===== src/hdl/bracket_match_checker_top_macros.svh =====
// Assertion macros used by bmc_back, the checker's back end.
// Each macro takes a label, an antecedent, a consequent and a message.
`ifndef BRACKET_MATCH_CHECKER_TOP_MACROS_SVH
`define BRACKET_MATCH_CHECKER_TOP_MACROS_SVH
`ifndef NO_ASSERTIONS
`define BMC_ASSERT_SAME(lbl, ante, cons, msg) \
    lbl: assert property (@(posedge clk) disable iff (!rst_n) (ante) |-> (cons)) \
        else $error(msg);
`define BMC_ASSERT_NEXT(lbl, ante, cons, msg) \
    lbl: assert property (@(posedge clk) disable iff (!rst_n) (ante) |=> (cons)) \
        else $error(msg);
`else
`define BMC_ASSERT_SAME(lbl, ante, cons, msg)
`define BMC_ASSERT_NEXT(lbl, ante, cons, msg)
`endif
`endif


===== src/hdl/bmc_pkg.sv =====
package bmc_pkg;

    localparam int COL_W   = 12;
    localparam int CHAR_W  = 8;
    localparam int KIND_W  = 2;
    localparam int ENTRY_W = KIND_W + COL_W;

    // request types
    localparam logic [1:0] REQ_CHAR = 2'd0;
    localparam logic [1:0] REQ_EOL  = 2'd1;
    localparam logic [1:0] REQ_EOS  = 2'd2;

    // bracket kinds
    localparam logic [KIND_W-1:0] KIND_PAREN = 2'd0;
    localparam logic [KIND_W-1:0] KIND_BRACK = 2'd1;
    localparam logic [KIND_W-1:0] KIND_BRACE = 2'd2;

    localparam logic [CHAR_W-1:0] CH_SLASH   = 8'h2F;
    localparam logic [CHAR_W-1:0] CH_STAR    = 8'h2A;
    localparam logic [CHAR_W-1:0] CH_LPAREN  = 8'h28;
    localparam logic [CHAR_W-1:0] CH_RPAREN  = 8'h29;
    localparam logic [CHAR_W-1:0] CH_LBRACK  = 8'h5B;
    localparam logic [CHAR_W-1:0] CH_RBRACK  = 8'h5D;
    localparam logic [CHAR_W-1:0] CH_LBRACE  = 8'h7B;
    localparam logic [CHAR_W-1:0] CH_RBRACE  = 8'h7D;

    // depth of the queue between front and back; a power of two
    localparam int QUEUE_DEPTH = 4;
    localparam int QPTR_W      = $clog2(QUEUE_DEPTH);
    localparam int QCNT_W      = $clog2(QUEUE_DEPTH + 1);

    typedef enum logic [1:0] {
        OP_PUSH  = 2'd0,
        OP_CLOSE = 2'd1,
        OP_FLUSH = 2'd2
    } op_code_t;

    typedef struct packed {
        op_code_t              code;
        logic [KIND_W-1:0]     kind;
        logic [CHAR_W-1:0]     ch;
        logic [COL_W-1:0]      col;
    } op_t;

    typedef struct packed {
        logic full;
        logic empty;
    } q_stat_t;

    function automatic logic is_opener(input logic [CHAR_W-1:0] c);
        return (c == CH_LPAREN) || (c == CH_LBRACK) || (c == CH_LBRACE);
    endfunction

    function automatic logic is_closer(input logic [CHAR_W-1:0] c);
        return (c == CH_RPAREN) || (c == CH_RBRACK) || (c == CH_RBRACE);
    endfunction

    function automatic logic [KIND_W-1:0] bracket_kind(input logic [CHAR_W-1:0] c);
        logic [KIND_W-1:0] k;
        k = KIND_PAREN;
        if ((c == CH_LBRACK) || (c == CH_RBRACK)) k = KIND_BRACK;
        if ((c == CH_LBRACE) || (c == CH_RBRACE)) k = KIND_BRACE;
        return k;
    endfunction

    function automatic logic [CHAR_W-1:0] opener_char(input logic [KIND_W-1:0] k);
        logic [CHAR_W-1:0] c;
        unique case (k)
            KIND_BRACK: c = CH_LBRACK;
            KIND_BRACE: c = CH_LBRACE;
            default:    c = CH_LPAREN;
        endcase
        return c;
    endfunction

endpackage


===== src/hdl/bracket_match_checker_top.sv =====
// Bracket nesting checker for a character stream.
// Item channel (item_valid/item_ready): one transfer per character, end of
// line or end of stream, with req_type, ch and column. Result channel
// (result_valid/result_ready): one transfer per reported bracket, with
// err_column, err_char, no_error, overflow and last; last marks the final
// result that one item causes.
// The front classifies characters and tracks comments; classified bracket
// and end-of-stream operations wait in a four-entry queue for the back,
// which owns the stack store and the result register.
// A lone closer reports through the queue slot and result register; a
// mismatch also needs the registered stack read, then gives two results,
// opener first. Items transfer one per cycle while the queue has room; the
// back handles an opener in its idle state, a matching closer also in the
// compare state, a mismatching closer also in the mismatch state. End of
// stream reads first, then emits one opener per cycle unless stalled.
// Reset clears the comment state, the stack count, the queue and the
// sticky flags; the stack store itself is not cleared, so no clearing pass.
// When the receiver stalls the result register holds and the back waits;
// items keep transferring until the queue fills, then item_ready drops.
module bracket_match_checker_top
    import bmc_pkg::*;
#(
    parameter int STACK_DEPTH = 32,
    parameter int LINE_LENGTH = 4096
)(
    input  logic                clk,
    input  logic                rst_n,
    input  logic                item_valid,
    output logic                item_ready,
    input  logic [1:0]          req_type,
    input  logic [CHAR_W-1:0]   ch,
    input  logic [COL_W-1:0]    column,
    output logic                result_valid,
    input  logic                result_ready,
    output logic [COL_W-1:0]    err_column,
    output logic [CHAR_W-1:0]   err_char,
    output logic                no_error,
    output logic                overflow,
    output logic                last
);

    q_stat_t q_stat;
    logic    q_push, q_pop;
    op_t     q_data, q_head;

    // classify and skip comments
    bmc_front #(
        .LINE_LENGTH (LINE_LENGTH)
    ) u_front (
        .clk        (clk),
        .rst_n      (rst_n),
        .item_valid (item_valid),
        .item_ready (item_ready),
        .req_type   (req_type),
        .ch         (ch),
        .column     (column),
        .q_stat     (q_stat),
        .q_push     (q_push),
        .q_data     (q_data)
    );

    // decouple front from back
    bmc_queue u_queue (
        .clk       (clk),
        .rst_n     (rst_n),
        .push      (q_push),
        .push_data (q_data),
        .pop       (q_pop),
        .head      (q_head),
        .stat      (q_stat)
    );

    // stack, matching and result register
    bmc_back #(
        .STACK_DEPTH (STACK_DEPTH)
    ) u_back (
        .clk          (clk),
        .rst_n        (rst_n),
        .head         (q_head),
        .q_stat       (q_stat),
        .q_pop        (q_pop),
        .result_valid (result_valid),
        .result_ready (result_ready),
        .err_column   (err_column),
        .err_char     (err_char),
        .no_error     (no_error),
        .overflow     (overflow),
        .last         (last)
    );

endmodule


===== src/hdl/bmc_front.sv =====
module bmc_front
    import bmc_pkg::*;
#(
    parameter int LINE_LENGTH = 4096
)(
    input  logic                clk,
    input  logic                rst_n,
    input  logic                item_valid,
    output logic                item_ready,
    input  logic [1:0]          req_type,
    input  logic [CHAR_W-1:0]   ch,
    input  logic [COL_W-1:0]    column,
    input  q_stat_t             q_stat,
    output logic                q_push,
    output op_t                 q_data
);

    logic prev_slash_reg, prev_slash_next;
    logic prev_star_reg, prev_star_next;
    logic line_cmt_reg, line_cmt_next;
    logic block_cmt_reg, block_cmt_next;
    logic accept;
    logic [COL_W-1:0] col_clamped;

    assign item_ready = !q_stat.full;
    assign accept     = item_valid && item_ready;

    // clamp columns past the line length
    always_comb
    begin
        if ({20'd0, column} >= 32'(LINE_LENGTH))
            col_clamped = COL_W'(LINE_LENGTH - 1);
        else
            col_clamped = column;
    end

    always_comb
    begin
        prev_slash_next = prev_slash_reg;
        prev_star_next  = prev_star_reg;
        line_cmt_next   = line_cmt_reg;
        block_cmt_next  = block_cmt_reg;
        q_push          = 1'b0;
        q_data.code     = OP_PUSH;
        q_data.kind     = bracket_kind(ch);
        q_data.ch       = ch;
        q_data.col      = col_clamped;
        if (accept)
        begin
            unique case (req_type)
                REQ_CHAR:
                begin
                    if (!line_cmt_reg)
                    begin
                        priority if (block_cmt_reg)
                        begin
                            if (prev_star_reg && (ch == CH_SLASH))
                            begin
                                block_cmt_next  = 1'b0;
                                prev_star_next  = 1'b0;
                                prev_slash_next = 1'b0;
                            end
                            else
                            begin
                                prev_star_next = (ch == CH_STAR);
                            end
                        end
                        else if (prev_slash_reg && (ch == CH_SLASH))
                        begin
                            line_cmt_next   = 1'b1;
                            prev_slash_next = 1'b0;
                        end
                        else if (prev_slash_reg && (ch == CH_STAR))
                        begin
                            block_cmt_next  = 1'b1;
                            prev_slash_next = 1'b0;
                            prev_star_next  = 1'b0;
                        end
                        else
                        begin
                            if (is_opener(ch))
                            begin
                                q_push      = 1'b1;
                                q_data.code = OP_PUSH;
                            end
                            else if (is_closer(ch))
                            begin
                                q_push      = 1'b1;
                                q_data.code = OP_CLOSE;
                            end
                            prev_slash_next = (ch == CH_SLASH);
                        end
                    end
                end
                REQ_EOL:
                begin
                    line_cmt_next   = 1'b0;
                    prev_slash_next = 1'b0;
                    prev_star_next  = 1'b0;
                end
                REQ_EOS:
                begin
                    q_push          = 1'b1;
                    q_data.code     = OP_FLUSH;
                    line_cmt_next   = 1'b0;
                    block_cmt_next  = 1'b0;
                    prev_slash_next = 1'b0;
                    prev_star_next  = 1'b0;
                end
                default:
                begin
                    // unused request type: drop
                end
            endcase
        end
    end

    always_ff @(posedge clk or negedge rst_n)
    begin
        if (!rst_n)
        begin
            prev_slash_reg <= 1'b0;
            prev_star_reg  <= 1'b0;
            line_cmt_reg   <= 1'b0;
            block_cmt_reg  <= 1'b0;
        end
        else
        begin
            prev_slash_reg <= prev_slash_next;
            prev_star_reg  <= prev_star_next;
            line_cmt_reg   <= line_cmt_next;
            block_cmt_reg  <= block_cmt_next;
        end
    end

endmodule


===== src/hdl/bmc_queue.sv =====
module bmc_queue
    import bmc_pkg::*;
(
    input  logic    clk,
    input  logic    rst_n,
    input  logic    push,
    input  op_t     push_data,
    input  logic    pop,
    output op_t     head,
    output q_stat_t stat
);

    op_t                slot_reg [QUEUE_DEPTH];
    logic [QPTR_W-1:0]  wr_ptr_reg, wr_ptr_next;
    logic [QPTR_W-1:0]  rd_ptr_reg, rd_ptr_next;
    logic [QCNT_W-1:0]  cnt_reg, cnt_next;
    logic               do_push, do_pop;

    assign stat.full  = (cnt_reg == QCNT_W'(QUEUE_DEPTH));
    assign stat.empty = (cnt_reg == '0);
    assign do_push    = push && !stat.full;
    assign do_pop     = pop && !stat.empty;
    assign head       = slot_reg[rd_ptr_reg];

    always_comb
    begin
        wr_ptr_next = do_push ? wr_ptr_reg + QPTR_W'(1) : wr_ptr_reg;
        rd_ptr_next = do_pop  ? rd_ptr_reg + QPTR_W'(1) : rd_ptr_reg;
        cnt_next    = cnt_reg + QCNT_W'(do_push) - QCNT_W'(do_pop);
    end

    always_ff @(posedge clk or negedge rst_n)
    begin
        if (!rst_n)
        begin
            wr_ptr_reg <= '0;
            rd_ptr_reg <= '0;
            cnt_reg    <= '0;
        end
        else
        begin
            wr_ptr_reg <= wr_ptr_next;
            rd_ptr_reg <= rd_ptr_next;
            cnt_reg    <= cnt_next;
        end
    end

    always_ff @(posedge clk)
    begin
        if (do_push)
            slot_reg[wr_ptr_reg] <= push_data;
    end

endmodule


===== src/hdl/bmc_back.sv =====
`include "bracket_match_checker_top_macros.svh"

module bmc_back
    import bmc_pkg::*;
#(
    parameter int STACK_DEPTH = 32
)(
    input  logic                clk,
    input  logic                rst_n,
    input  op_t                 head,
    input  q_stat_t             q_stat,
    output logic                q_pop,
    output logic                result_valid,
    input  logic                result_ready,
    output logic [COL_W-1:0]    err_column,
    output logic [CHAR_W-1:0]   err_char,
    output logic                no_error,
    output logic                overflow,
    output logic                last
);

    localparam int CNT_W = $clog2(STACK_DEPTH + 1);
    localparam int IDX_W = $clog2(STACK_DEPTH);

    typedef enum logic [3:0] {
        ST_IDLE  = 4'b0001,
        ST_CMP   = 4'b0010,
        ST_MISM  = 4'b0100,
        ST_FLUSH = 4'b1000
    } state_t;

    state_t              state_reg, state_next;
    logic [CNT_W-1:0]    cnt_reg, cnt_next, cnt_dec;
    logic                err_seen_reg, err_seen_next;
    logic                ovf_seen_reg, ovf_seen_next;
    op_t                 cur_reg, cur_next;

    logic [ENTRY_W-1:0]  stack_mem [STACK_DEPTH];
    logic [ENTRY_W-1:0]  rd_data_reg;
    logic                mem_we, rd_en;
    logic [KIND_W-1:0]   rd_kind;
    logic [COL_W-1:0]    rd_col;

    logic                out_valid_reg;
    logic [COL_W-1:0]    out_col_reg;
    logic [CHAR_W-1:0]   out_char_reg;
    logic                out_noerr_reg, out_ovf_reg, out_last_reg;
    logic                out_free, emit;
    logic [COL_W-1:0]    em_col;
    logic [CHAR_W-1:0]   em_char;
    logic                em_noerr, em_last;

    assign cnt_dec  = cnt_reg - CNT_W'(1);
    assign rd_kind  = rd_data_reg[ENTRY_W-1:COL_W];
    assign rd_col   = rd_data_reg[COL_W-1:0];
    assign out_free = !out_valid_reg || result_ready;

    always_comb
    begin
        state_next    = state_reg;
        cnt_next      = cnt_reg;
        err_seen_next = err_seen_reg;
        ovf_seen_next = ovf_seen_reg;
        cur_next      = cur_reg;
        q_pop         = 1'b0;
        mem_we        = 1'b0;
        rd_en         = 1'b0;
        emit          = 1'b0;
        em_col        = '0;
        em_char       = '0;
        em_noerr      = 1'b0;
        em_last       = 1'b0;
        unique case (state_reg)
            ST_IDLE:
            begin
                if (!q_stat.empty)
                begin
                    unique case (head.code)
                        OP_PUSH:
                        begin
                            q_pop = 1'b1;
                            if (cnt_reg < CNT_W'(STACK_DEPTH))
                            begin
                                mem_we   = 1'b1;
                                cnt_next = cnt_reg + CNT_W'(1);
                            end
                            else
                            begin
                                ovf_seen_next = 1'b1;
                            end
                        end
                        OP_CLOSE:
                        begin
                            if (cnt_reg == '0)
                            begin
                                if (out_free)
                                begin
                                    q_pop         = 1'b1;
                                    emit          = 1'b1;
                                    em_col        = head.col;
                                    em_char       = head.ch;
                                    em_last       = 1'b1;
                                    err_seen_next = 1'b1;
                                end
                            end
                            else
                            begin
                                q_pop      = 1'b1;
                                rd_en      = 1'b1;
                                cnt_next   = cnt_dec;
                                cur_next   = head;
                                state_next = ST_CMP;
                            end
                        end
                        OP_FLUSH:
                        begin
                            if (cnt_reg == '0)
                            begin
                                if (out_free)
                                begin
                                    q_pop         = 1'b1;
                                    emit          = 1'b1;
                                    em_noerr      = !err_seen_reg;
                                    em_last       = 1'b1;
                                    err_seen_next = 1'b0;
                                    ovf_seen_next = 1'b0;
                                end
                            end
                            else
                            begin
                                q_pop      = 1'b1;
                                rd_en      = 1'b1;
                                cnt_next   = cnt_dec;
                                state_next = ST_FLUSH;
                            end
                        end
                        default:
                        begin
                            q_pop = 1'b1;
                        end
                    endcase
                end
            end
            ST_CMP:
            begin
                if (rd_kind == cur_reg.kind)
                begin
                    state_next = ST_IDLE;
                end
                else if (out_free)
                begin
                    emit          = 1'b1;
                    em_col        = rd_col;
                    em_char       = opener_char(rd_kind);
                    err_seen_next = 1'b1;
                    state_next    = ST_MISM;
                end
            end
            ST_MISM:
            begin
                if (out_free)
                begin
                    emit       = 1'b1;
                    em_col     = cur_reg.col;
                    em_char    = cur_reg.ch;
                    em_last    = 1'b1;
                    state_next = ST_IDLE;
                end
            end
            ST_FLUSH:
            begin
                if (out_free)
                begin
                    emit    = 1'b1;
                    em_col  = rd_col;
                    em_char = opener_char(rd_kind);
                    if (cnt_reg == '0)
                    begin
                        em_last       = 1'b1;
                        err_seen_next = 1'b0;
                        ovf_seen_next = 1'b0;
                        state_next    = ST_IDLE;
                    end
                    else
                    begin
                        rd_en    = 1'b1;
                        cnt_next = cnt_dec;
                    end
                end
            end
            default:
            begin
                state_next = ST_IDLE;
            end
        endcase
    end

    always_ff @(posedge clk or negedge rst_n)
    begin
        if (!rst_n)
        begin
            state_reg     <= ST_IDLE;
            cnt_reg       <= '0;
            err_seen_reg  <= 1'b0;
            ovf_seen_reg  <= 1'b0;
            out_valid_reg <= 1'b0;
        end
        else
        begin
            state_reg    <= state_next;
            cnt_reg      <= cnt_next;
            err_seen_reg <= err_seen_next;
            ovf_seen_reg <= ovf_seen_next;
            if (emit)
                out_valid_reg <= 1'b1;
            else if (result_ready)
                out_valid_reg <= 1'b0;
        end
    end

    always_ff @(posedge clk)
    begin
        cur_reg <= cur_next;
        if (emit)
        begin
            out_col_reg   <= em_col;
            out_char_reg  <= em_char;
            out_noerr_reg <= em_noerr;
            out_ovf_reg   <= ovf_seen_reg;
            out_last_reg  <= em_last;
        end
    end

    // stack store: one write port, one registered read port
    always_ff @(posedge clk)
    begin
        if (mem_we)
            stack_mem[cnt_reg[IDX_W-1:0]] <= {head.kind, head.col};
        if (rd_en)
            rd_data_reg <= stack_mem[cnt_dec[IDX_W-1:0]];
    end

    assign result_valid = out_valid_reg;
    assign err_column   = out_col_reg;
    assign err_char     = out_char_reg;
    assign no_error     = out_noerr_reg;
    assign overflow     = out_ovf_reg;
    assign last         = out_last_reg;

    `BMC_ASSERT_SAME(a_cnt_bound, 1'b1, cnt_reg <= CNT_W'(STACK_DEPTH), "stack count past depth")
    `BMC_ASSERT_SAME(a_noerr_last, out_valid_reg && out_noerr_reg, out_last_reg, "no_error on a non-final result")
    `BMC_ASSERT_NEXT(a_mism_done, (state_reg == ST_MISM) && out_free, (state_reg == ST_IDLE) && out_valid_reg && out_last_reg, "mismatch pair not closed")
    `BMC_ASSERT_NEXT(a_flush_end, (state_reg == ST_FLUSH) && out_free && (cnt_reg == '0), !err_seen_reg && !ovf_seen_reg, "flags not cleared after flush")

endmodule


===== config.mk =====
export PLATFORM = sky130hd
export DESIGN_NAME = bracket_match_checker_top
export DESIGN_NICKNAME = d
export VERILOG_FILES = /design/src/hdl/bmc_pkg.sv /design/src/hdl/bracket_match_checker_top.sv /design/src/hdl/bmc_front.sv /design/src/hdl/bmc_queue.sv /design/src/hdl/bmc_back.sv
export VERILOG_INCLUDE_DIRS = /design/src /design/src/hdl
export SDC_FILE = /design/constraint.sdc
export NUM_CORES = 1
export LEC_CHECK = 0
export BUFFER_PORTS_ARGS = -buffer_cell sky130_fd_sc_hd__clkbuf_2
export CAP_MARGIN = 20
export CORE_MARGIN = 8
export CORE_UTILIZATION = 66
export CTS_CLUSTER_DIAMETER = 200
export DETAILED_ROUTE_END_ITERATION = 12
export GPL_ROUTABILITY_DRIVEN = 0
export PLACE_DENSITY = 0.83
export SYNTH_ARGS = -nofsm -noshare
export SYNTH_HDL_FRONTEND = slang
export SYNTH_SLANG_ARGS = --single-unit

===== constraint.sdc =====
create_clock -name clk -period 7.2 [get_ports clk]
set_clock_uncertainty 0.2 [all_clocks]
set_input_delay 1.08 -clock clk [delete_from_list [all_inputs] [get_ports clk]]
set_output_delay 1.08 -clock clk [all_outputs]
set_load 0.02 [all_outputs]

==> metrics.md, run 1 <==
| Metric | Value |
|---|---|
| Synth Instances | 1315 |
| IO buf count | 50 |
| Vias in the first global route | 13600 |
| Outcome | complete, but fails checks |
| Post-CTS Setup Bufs | 0 |
| CP top delay family | simple AND/OR/NAND/NOR gates |
| Leakage | 9.28 nW |
| CP Data Arrival Time | 4500 ps |
| Buf/Inv on CP | 2 |
| CTS tree | done |
| Largest net degree at the start of global routing | 66 |
| Final period demand of the worst path | 4390 ps |
| Kind of critical path | reg -> reg |
| # clock sinks | 627 |
| Row Count | 71 |
| Max Fclk | 228 MHz |
| IO Count | 51 |
| Slew headroom | 23.0% |
| Post-synthesis sequential area ratio | 75.3% |
| Initial core utilization | 66.5% |
| Mapped Area | 24900 um2 |
| Compound-cell area share of the yosys netlist | 3.74% |
| Synth Warn # | 0 |
| Remaining Overflow, GRT | 0 |
| Vias per inst | 6.78 |
| Max-slew violation count | 0 |
| Final #Nets | 1450 |
| TritonCTS Buffers | 58 |
| Residual DRC count | 0 |
| Syn_area_per_cell | 18.9 um2 |
| Root Driver | clkbuf_16 |
| Max FFs per register | 448 |
| CP Max Fanout | 15 |
| CP max stage delay | 960 ps |
| Gr usage total | 26.4% |
| Synth async-reset ratio | 3.83% |
| Clk Latency, worst-skew pair | 620 ps |
| Top_reg_cell synth | edfxtp_1 |
| Hold Buf Count CTS | 0 |
| First-pass GRT wire length | 85.6 mm |
| Wire per inst | 29.5 um |
| Simple-gate area share of the yosys netlist | 5.24% |
| Share of layout cells above drive strength 1 | 23.6% |
| Worst Hold Class | reg -> reg |
| Placed inst area | 25900 um2 |
| Crit. End Element | flip-flop |
| Multiplexer share of the synthesized area | 12.7% |
| Setup crit start kind | flip-flop |
| Crit path required time | 7310 ps |
| Seq cells post-synth | 627 |
| Finished Core Util | 74.5% |
| XOR/XNOR share of the synthesized area | 0.458% |
| Post-DP HPWL | 33.7 mm |
| Largest family of logic cells by synthesized area | multiplexers |
| Failing checks | antenna rules |
| Crit share post-route | 60.9% |
| Final setup viols | 0 |
| Core area | 37400 um2 |
| CTS max path bufs | 3 |
| Antenna violations before repair | 3 |
| Syn nets | 1361 |
| Post_cts resized | 0 |
| Max H-tree Level | 2 |
| Total Die Area | 44100 um2 |
| Critical path, cell by cell | mux4_2, inv_1, ha_1, nor3b_1, nand2_1, nor2_1, buf_4 |
| Worst slew pin tran | 1150 ps |
| Die height | 210 um |
| Remaining antenna violation count | 1 |
| CTS clk-pin slew, worst paths | 70 ps |
| Pwr Density | 436 nW/um2 |
| Max-cap violations | 0 |
| Drt first pass iters | 8 |
| Fin. Hold Viols | 0 |
| Routed WL | 58.0 mm |
| Crit-path slowest cell | dfrtp_1 |
| Setup TNS | 0 ps |
| Post-route cell area | 27900 um2 |
| Post-synth EDFFs | 603 |
| Synth unique cells | 64 |
| RSZ-0062 raised after global routing | false |
| Peak VDD IR | 0.000312 V |
| Synth Area in Adders | 1.04% |
| Area grow syn2layout | 12.0% |
| Die W | 210 um |
| Detailed-route via count | 13400 |
| Initial drt markers | 1489 |
| Hold WS | 287 ps |
## kinds of logic (layout without fill, tap and decap cells)
logic type,Yosys count,in the layout
xor gates and xnor gates,13,13
adders and majority gates,20,20
and+or+nand+nor,277,277
buffers and inverters,88,225
AOI/OAI and AO/OA,144,144
muxes,146,146
DFF,627,627
other,0,6
## per-layer routing
metal  share of wire [%]  global-route usage, %  vias up
met3                 9.7                   4.98      154
met5               0.022                      0        -
met4                 4.2                   10.8        2
li1                    -                      -     5451
met1                  36                   34.7     6877
met2                  50                   43.6      874
## per-stage QoR
step / setup WS [ps] / std cells / power, mW
2_1_floorplan: 3520 / 1315 / 7.62
3_3_place_gp: 2930 / 1853 / 8.84
3_5_place_dp: 2830 / 1853 / 8.98
4_1_cts: 2810 / 1961 / 12.1
5_1_grt: 2530 / 1963 / 12.6
6_report: 2810 / 1969 / 12.2
## power by group
part | switching [mW] | leakage (nW) | total [mW] | internal, mW
registers | 0.268 | 5.74 | 4.99 | 4.72
logic | 2.57 | 2.60 | 4.05 | 1.48
clock network | 1.28 | 0.941 | 3.11 | 1.84
## layout make-up
class / count / area, um2
Multi-Input combinational cell: 600 / 5840
Fill cell: 1985 / 9540
Inverter: 20 / 75.1
Clock inverter: 25 / 320
Tap cell: 511 / 639
Antenna cell: 6 / 15.0
Timing Repair Buffer: 97 / 643
Sequential cell: 627 / 18700
Clock buffer: 83 / 1610
## path summary, 6_finish.rpt
kind	to	startpoint	slack (ps)	cells past startpoint
max	u_back.stack_mem[13][9]	u_queue.rd_ptr_reg[0]	2810	7
min	u_back.overflow	u_back.ovf_seen_reg	290	0
max reg2reg	u_back.stack_mem[13][9]	u_queue.rd_ptr_reg[0]	2810	7
min reg2reg	u_back.overflow	u_back.ovf_seen_reg	290	0
max in group asynchronous	u_back.cnt_reg[0]	rst_n	5960	1
min in group asynchronous	u_back.cnt_reg[0]	rst_n	310	1
## cell usage in the layout, fill, tap and decap left out, types with 4 or more instances in the layout
master     count
nor2_2         9
clkbuf_2      50
nor2_1        50
nand2_1      134
o21ai_0        9
buf_4         44
a21oi_1       67
a21o_1        13
or3_1          5
xnor2_1       10
inv_1         20
edfxtp_1     603
nor3b_1        5
a221o_1        5
clkinv_2       9
a31oi_1        9
dfrtp_1       22
clkbuf_1      22
ha_1          18
clkbuf_16     61
diode_2        6
nor3_1         8
nand3_1        8
nand2b_1       6
and2_1         6
clkinv_1       7
or3b_2         4
bufinv_16      8
or4_1         14
mux4_2       136
a22o_1        14
and3_1         4
mux2i_1        5
## synth_stat cells (all sizes together), types with 6 or more instances
cell type | n | area (um2)
a21o | 13 | 97.6
nor3 | 11 | 65.1
clkbuf | 32 | 120
and2 | 6 | 37.5
nand3 | 8 | 40.0
inv | 20 | 75.1
mux4 | 136 | 3060
dfrtp | 23 | 576
a31oi | 9 | 56.3
xnor2 | 11 | 96.3
edfxtp | 603 | 18100
a22o | 14 | 123
ha | 19 | 238
o21ai | 9 | 45.0
buf | 36 | 183
a21oi | 69 | 353
nand2b | 6 | 37.5
nand2 | 134 | 503
nor2 | 59 | 221
or4 | 14 | 105
Note: power is estimated with default switching activity, not from simulation.
==> run 2: changes to the inputs <==
CORE_UTILIZATION = 56   (was 66)
PLACE_DENSITY = 0.75   (was 0.83)
clock period = 3.7 ns   (was 7.2 ns; I/O delays follow)
==> run 2 against run 1 <==
- the flow now finishes without violations
- sequential power is 88% higher
- final cell count is 6.1% higher
- clock-buffer cell count is 9 lower
- clock power is 89% higher
- die area is 16% higher
- fmax is 26% higher
- routed wire length is 5.1% lower
- sequential share of layout area is 1.0 points lower
- combinational power is 100% higher
- critical path type unchanged
- critical endpoint is now u_back.stack_mem[28][13]
- highest routed layer unchanged
==> metrics.md, run 2 (same netlist as run 1, synthesis figures left out) <==
| Metric | Value |
|---|---|
| Vias per inst | 6.25 (was 6.78) |
| Initial core utilization | 56.5% (was 66.5%) |
| Reg2reg end | u_back.stack_mem[28][13] (was u_back.stack_mem[13][9]) |
| Pwr Density | 833 nW/um2 (was 436 nW/um2) |
| Final #Nets | 1497 (was 1450) |
| Placed inst area | 26300 um2 (was 25900 um2) |
| Crit share post-route | 94.1% (was 60.9%) |
| Die height | 227 um (was 210 um) |
| Clock network fraction of total power | 25.0% (was 25.6%) |
| Max FFs per register | 448 (unchanged) |
| First-pass GRT wire length | 82.0 mm (was 85.6 mm) |
| R2R setup slack | 220 ps (was 2810 ps) |
| Most frequent cells in the layout | edfxtp_1, mux4_2, nand2_1 (unchanged) |
| IO buf count | 50 (unchanged) |
| Leakage | 9.49 nW (was 9.28 nW) |
| Gr usage total | 21.7% (was 26.4%) |
| Crit. End Element | flip-flop (unchanged) |
| Reg area | 18700 um2 (unchanged) |
| RSZ-0062 raised after global routing | false (unchanged) |
| Net Sw Frac | 33.7% (was 33.9%) |
| Vias in the first global route | 13000 (was 13600) |
| Detailed-route via count | 13100 (was 13400) |
| Core area | 44000 um2 (was 37400 um2) |
| CTS max path bufs | 3 (unchanged) |
| Peak VDD IR | 0.000637 V (was 0.000312 V) |
| Post-route cell area | 28300 um2 (was 27900 um2) |
| Post-DP HPWL | 33.3 mm (was 33.7 mm) |
| Routed WL | 55.0 mm (was 58.0 mm) |
| Wire per inst | 26.3 um (was 29.5 um) |
| Hold EP | u_queue.slot_reg[2][17] (was u_back.overflow) |
| Total Die Area | 51400 um2 (was 44100 um2) |
| Multi-input gate area | 5820 um2 (was 5840 um2) |
| R2R depth | 6 (was 7) |
| Seq pwr share | 39.9% (was 41.0%) |
| TritonCTS Buffers | 59 (was 58) |
| Fin. Hold Viols | 0 (unchanged) |
| Area grow syn2layout | 13.8% (was 12.0%) |
| Comb power frac | 35.1% (was 33.4%) |
| Residual DRC count | 0 (unchanged) |
| Max-cap violations | 0 (unchanged) |
| Hold path depth | 1 (was 0) |
| Worst slew pin tran | 1050 ps (was 1150 ps) |
| Commonest non-fill, non-tap cell in the layout | edfxtp_1 (unchanged) |
| Kind of critical path | reg -> reg (unchanged) |
| Row Count | 77 (was 71) |
| # clock sinks | 627 (unchanged) |
| Setup crit start kind | flip-flop (unchanged) |
| Outcome | finished clean (was complete, but fails checks) |
| Final setup viols | 0 (unchanged) |
| R2r startpoint | u_back.state_reg[0] (was u_queue.rd_ptr_reg[0]) |
| Crit path required time | 3810 ps (was 7310 ps) |
| Remaining antenna violation count | 0 (was 1) |
| CTS tree | done (unchanged) |
| CP Data Arrival Time | 3590 ps (was 4500 ps) |
| Worst Hold Class | in -> reg (was reg -> reg) |
| Max-slew violation count | 0 (unchanged) |
| Max Fclk | 287 MHz (was 228 MHz) |
| Initial drt markers | 1356 (was 1489) |
| Drt first pass iters | 5 (was 8) |
| NetSw | 7.93 mW (was 4.12 mW) |
| CP Max Fanout | 12 (was 15) |
| CTS clk-pin slew, worst paths | 60 ps (was 70 ps) |
| Antenna violations before repair | 1 (was 3) |
| Slew headroom | 29.7% (was 23.0%) |
| Final period demand of the worst path | 3480 ps (was 4390 ps) |
| Max H-tree Level | 2 (unchanged) |
| Clk Latency, worst-skew pair | 610 ps (was 620 ps) |
| Post-CTS Setup Bufs | 0 (unchanged) |
| Root Driver | clkbuf_16 (unchanged) |
| Largest net degree at the start of global routing | 120 (was 66) |
| Internal | 15.6 mW (was 8.03 mW) |
| Setup TNS | 0 ps (unchanged) |
| IO Count | 51 (unchanged) |
| Ant diodes | 0 (was 6) |
| Die W | 227 um (was 210 um) |
| Worst hold start | ch[5] (was u_back.ovf_seen_reg) |
| Filler Cells Inserted | 2865 (was 1985) |
| Share of layout cells above drive strength 1 | 24.8% (was 23.6%) |
| Remaining Overflow, GRT | 0 (unchanged) |
[run 2: cell types whose count changed in the layout (fill, tap and decap cells not counted), sizes merged]
cell,previous run,this run
buf,47,80
inv,20,21
bufinv,8,6
clkbuf,133,124
diode,6,0
dlygate4sd3,0,13
clkinv,17,23
clkinvlp,0,4
[run 2: layout make-up]
cell class                 count  area share, %
sequential                   627           66.1
multi-input combinational    600           20.6
clock buffer                  74           5.49
timing repair buffer         143           3.73
tap                          592           2.62
clock inverter                34           1.19
inverter                      20          0.265
[run 2: worst max-delay path by stage]
| stage | startpoint | endpoint | slack (ps) | depth (start not counted) |
|---|---|---|---|---|
| after CTS | u_back.state_reg[0] | u_back.stack_mem[28][13] | 290 | 6 |
| final | u_back.state_reg[0] | u_back.stack_mem[28][13] | 220 | 6 |
| after floorplan | u_queue.rd_ptr_reg[0] | u_queue.cnt_reg[2] | 20 | 13 |
| after detailed placement | u_back.state_reg[0] | u_back.stack_mem[28][12] | 320 | 6 |
| after global routing | u_back.state_reg[0] | u_back.stack_mem[28][13] | 180 | 6 |
| after global placement | u_back.state_reg[0] | u_back.stack_mem[28][12] | 380 | 6 |
[run 2: repair_timing]
action	in CTS	in global routing
hold buffers	13	0
endpoints found under the hold margin	71	0
gates resized for setup	0	0
[run 2: per-layer routing]
layer  part of all wire [%]  track usage, %  routed length (um)
met2                     49            34.5               26900
met5                  0.024               0                  13
met3                    7.6            4.06                4170
met1                     40            29.6               21800
met4                    4.0            8.64                2190
[run 2: stage by stage]
step	total power, mW	std cells	setup slack (ps)	utilization, %	hold WS [ps]
floorplan	14.8	1315	22.2	-	59.4
global placement	17.6	1969	385	59.7	275
detailed placement	17.8	1969	319	59.7	278
CTS	23.6	2090	287	64.3	4.23
global route	24.5	2090	178	64.3	25.1
finish	23.6	2090	220	64.3	41.2
[run 2: worst max-delay path: stages, from the launching register on]
cell and delay, ps:
dfstp_2 610, or4b_1 590, nand2b_1 220, nor3b_1 470
nand2_1 470, nor2_1 340, buf_4 270
[run 2: power groups by stage]
stage / logic (mW) / clock network, mW / registers, mW
final: 8.27 / 5.89 / 9.40
after global routing: 8.81 / 6.24 / 9.43
after CTS: 8.29 / 5.95 / 9.40
after detailed placement: 8.22 / 0 / 9.55
after global placement: 8.08 / 0 / 9.52
after floorplan: 5.34 / 0 / 9.49
==> run 3: changes to the inputs <==
CORE_ASPECT_RATIO = 1.75   (was not set)
CORE_UTILIZATION = 40   (was 56)
PLACE_DENSITY = not set   (was 0.75)
==> run 3 against run 2 <==
- register-to-register slack improved by 80 ps
- critical path type unchanged
- largest cell class unchanged
- non-clock buffer count rose by 5
- sequential power rose by 0.5%
- routed wire length rose by 6.5%
- critical endpoint is now u_back.stack_mem[0][13]
- via count fell by 4.0%
==> metrics.md, run 3 (same netlist as run 1, synthesis figures left out) <==
| Metric | Value |
|---|---|
| Die W | 204 um (was 227 um) |
| Max Fclk | 294 MHz (was 287 MHz) |
| Total Die Area | 70700 um2 (was 51400 um2) |
| Final period demand of the worst path | 3400 ps (was 3480 ps) |
| Initial drt markers | 802 (was 1356) |
| Share of layout cells above drive strength 1 | 25.0% (was 24.8%) |
| Routed WL | 58.6 mm (was 55.0 mm) |
| Worst Hold Class | in -> reg (unchanged) |
| Outcome | finished clean (unchanged) |
| Core area | 61900 um2 (was 44000 um2) |
| Max H-tree Level | 2 (unchanged) |
| Drt first pass iters | 5 (unchanged) |
| Post-route cell area | 28400 um2 (was 28300 um2) |
| Worst hold start | ch[4] (was ch[5]) |
| Most frequent cells in the layout | edfxtp_1, mux4_2, nand2_1 (unchanged) |
| Peak VDD IR | 0.000428 V (was 0.000637 V) |
| Final #Nets | 1495 (was 1497) |
| Final setup viols | 0 (unchanged) |
| Worst slew pin tran | 908 ps (was 1050 ps) |
| Clk Latency, worst-skew pair | 610 ps (about the same) |
| Leakage | 9.45 nW (was 9.49 nW) |
| Area grow syn2layout | 14.3% (was 13.8%) |
| Pwr Density | 825 nW/um2 (was 833 nW/um2) |
| CP Max Fanout | 14 (was 12) |
| Slew headroom | 39.5% (was 29.7%) |
| Wire per inst | 25.6 um (was 26.3 um) |
| Hold EP | u_queue.slot_reg[1][16] (was u_queue.slot_reg[2][17]) |
| Vias per inst | 5.47 (was 6.25) |
| Fin. Hold Viols | 0 (unchanged) |
| Gr usage total | 16.6% (was 21.7%) |
| Final worst slack | 304 ps (was 220 ps) |
| Placed inst area | 26600 um2 (was 26300 um2) |
| Crit share post-route | 91.8% (was 94.1%) |
| Dpl ws | 346 ps (was 319 ps) |
| Filler Cells Inserted | 5164 (was 2865) |
| CP Data Arrival Time | 3470 ps (was 3590 ps) |
| Post-DP HPWL | 39.1 mm (was 33.3 mm) |
| Setup TNS | 0 ps (unchanged) |
| Largest net degree at the start of global routing | 84 (was 120) |
| Commonest non-fill, non-tap cell in the layout | edfxtp_1 (unchanged) |
| Post-CTS Setup Bufs | 0 (unchanged) |
| Placed cell count | 2181 (was 1969) |
| R2R depth | 6 (unchanged) |
| Detailed-route via count | 12500 (was 13100) |
| First-pass GRT wire length | 86.9 mm (was 82.0 mm) |
| R2r startpoint | u_back.state_reg[0] (unchanged) |
| Max FFs per register | 448 (unchanged) |
| Setup crit start kind | flip-flop (unchanged) |
| CTS max path bufs | 3 (unchanged) |
| Remaining Overflow, GRT | 0 (unchanged) |
| Crit. End Element | flip-flop (unchanged) |
| Max-cap violations | 0 (unchanged) |
| Remaining antenna violation count | 0 (unchanged) |
| R2R setup slack | 300 ps (was 220 ps) |
| # clock sinks | 627 (unchanged) |
| Max-slew violation count | 0 (unchanged) |
| Residual DRC count | 0 (unchanged) |
| Vias in the first global route | 13400 (was 13000) |
| Reg2reg end | u_back.stack_mem[0][13] (was u_back.stack_mem[28][13]) |
| RSZ-0062 raised after global routing | false (unchanged) |
| Die height | 346 um (was 227 um) |
| Antenna violations before repair | 0 (was 1) |
| Hold path depth | 1 (unchanged) |
| CTS clk-pin slew, worst paths | 70 ps (was 60 ps) |
| Row Count | 121 (was 77) |
| Initial core utilization | 40.2% (was 56.5%) |
| IO buf count | 50 (unchanged) |
| IO Count | 51 (unchanged) |
| CTS tree | done (unchanged) |
| Ant diodes | 0 (unchanged) |
| Root Driver | clkbuf_16 (unchanged) |
| TritonCTS Buffers | 52 (was 59) |
| Non-Filler Instances | 2292 (was 2090) |
| Kind of critical path | reg -> reg (unchanged) |
| Crit path required time | 3770 ps (was 3810 ps) |
-- run 3: cell count changes in the layout (fill, tap and decap cells not counted), moves of 2 or more --
cell / change
clkbuf_16: -7
buf_4: +5
clkbuf_1: -5
clkbuf_8: +3
inv_6: +2
-- run 3: worst max path at each step --
stage                           from                      end  slack [ps]  cells after the start
2_1_floorplan  u_queue.rd_ptr_reg[0]       u_queue.cnt_reg[2]          20                     13
3_3_place_gp     u_back.state_reg[0]   u_back.stack_mem[2][1]         370                      6
3_5_place_dp     u_back.state_reg[0]   u_back.stack_mem[0][1]         350                      6
4_1_cts          u_back.state_reg[0]   u_back.stack_mem[0][9]         310                      6
5_1_grt          u_back.state_reg[0]   u_back.stack_mem[1][2]         150                      6
6_report         u_back.state_reg[0]  u_back.stack_mem[0][13]         300                      6
-- run 3: per-stage QoR --
step / total power, mW / hold WS [ps] / utilization, %
finish: 23.4 / 57.1 / 45.9
global route: 24.4 / 50.1 / 45.9
CTS: 23.7 / 11.7 / 45.9
detailed placement: 18.1 / 309 / 42.9
global placement: 18.0 / 299 / 42.9
floorplan: 14.8 / 59.4 / -
-- run 3: critical path, cell delays in order (launching register included) --
cell and delay, ps:
dfstp_2 610, or4b_1 580, nand2b_1 240, nor3b_1 460, nand2_1 490, nor2_1 210
buf_4 280
-- run 3: layout make-up --
class                   instances  area, um2  area share (%)
flip-flops and latches        627      18700            65.8
multi-input cells             600       5820            20.5
clock buffers                  65       1400            4.93
repair buffers                148       1090            3.85
well taps                     799       1000            3.52
clock inverters                33        323            1.14
inverters                      20       75.1           0.264
-- run 3: timing repair --
| item | in CTS | in global routing |
|---|---|---|
| endpoints found under the hold margin | 71 | 0 |
| gates resized for setup | 0 | 0 |
| hold buffers | 13 | 0 |
-- run 3: power breakdown --
| group | total [mW] | switching [mW] | internal [mW] |
|---|---|---|---|
| Combinational | 8.39 | 5.28 | 3.11 |
| Clock | 5.61 | 2.49 | 3.12 |
| Sequential | 9.45 | 0.270 | 9.18 |
-- run 3: per-layer routing --
layer | GRT usage (%) | routed length (um) | up-vias
li1 | - | - | 5544
met1 | 18.0 | 20600 | 6508
met2 | 30.8 | 32400 | 370
met3 | 1.84 | 2250 | 117
met4 | 9.24 | 3400 | 0
met5 | 0 | 0 | -
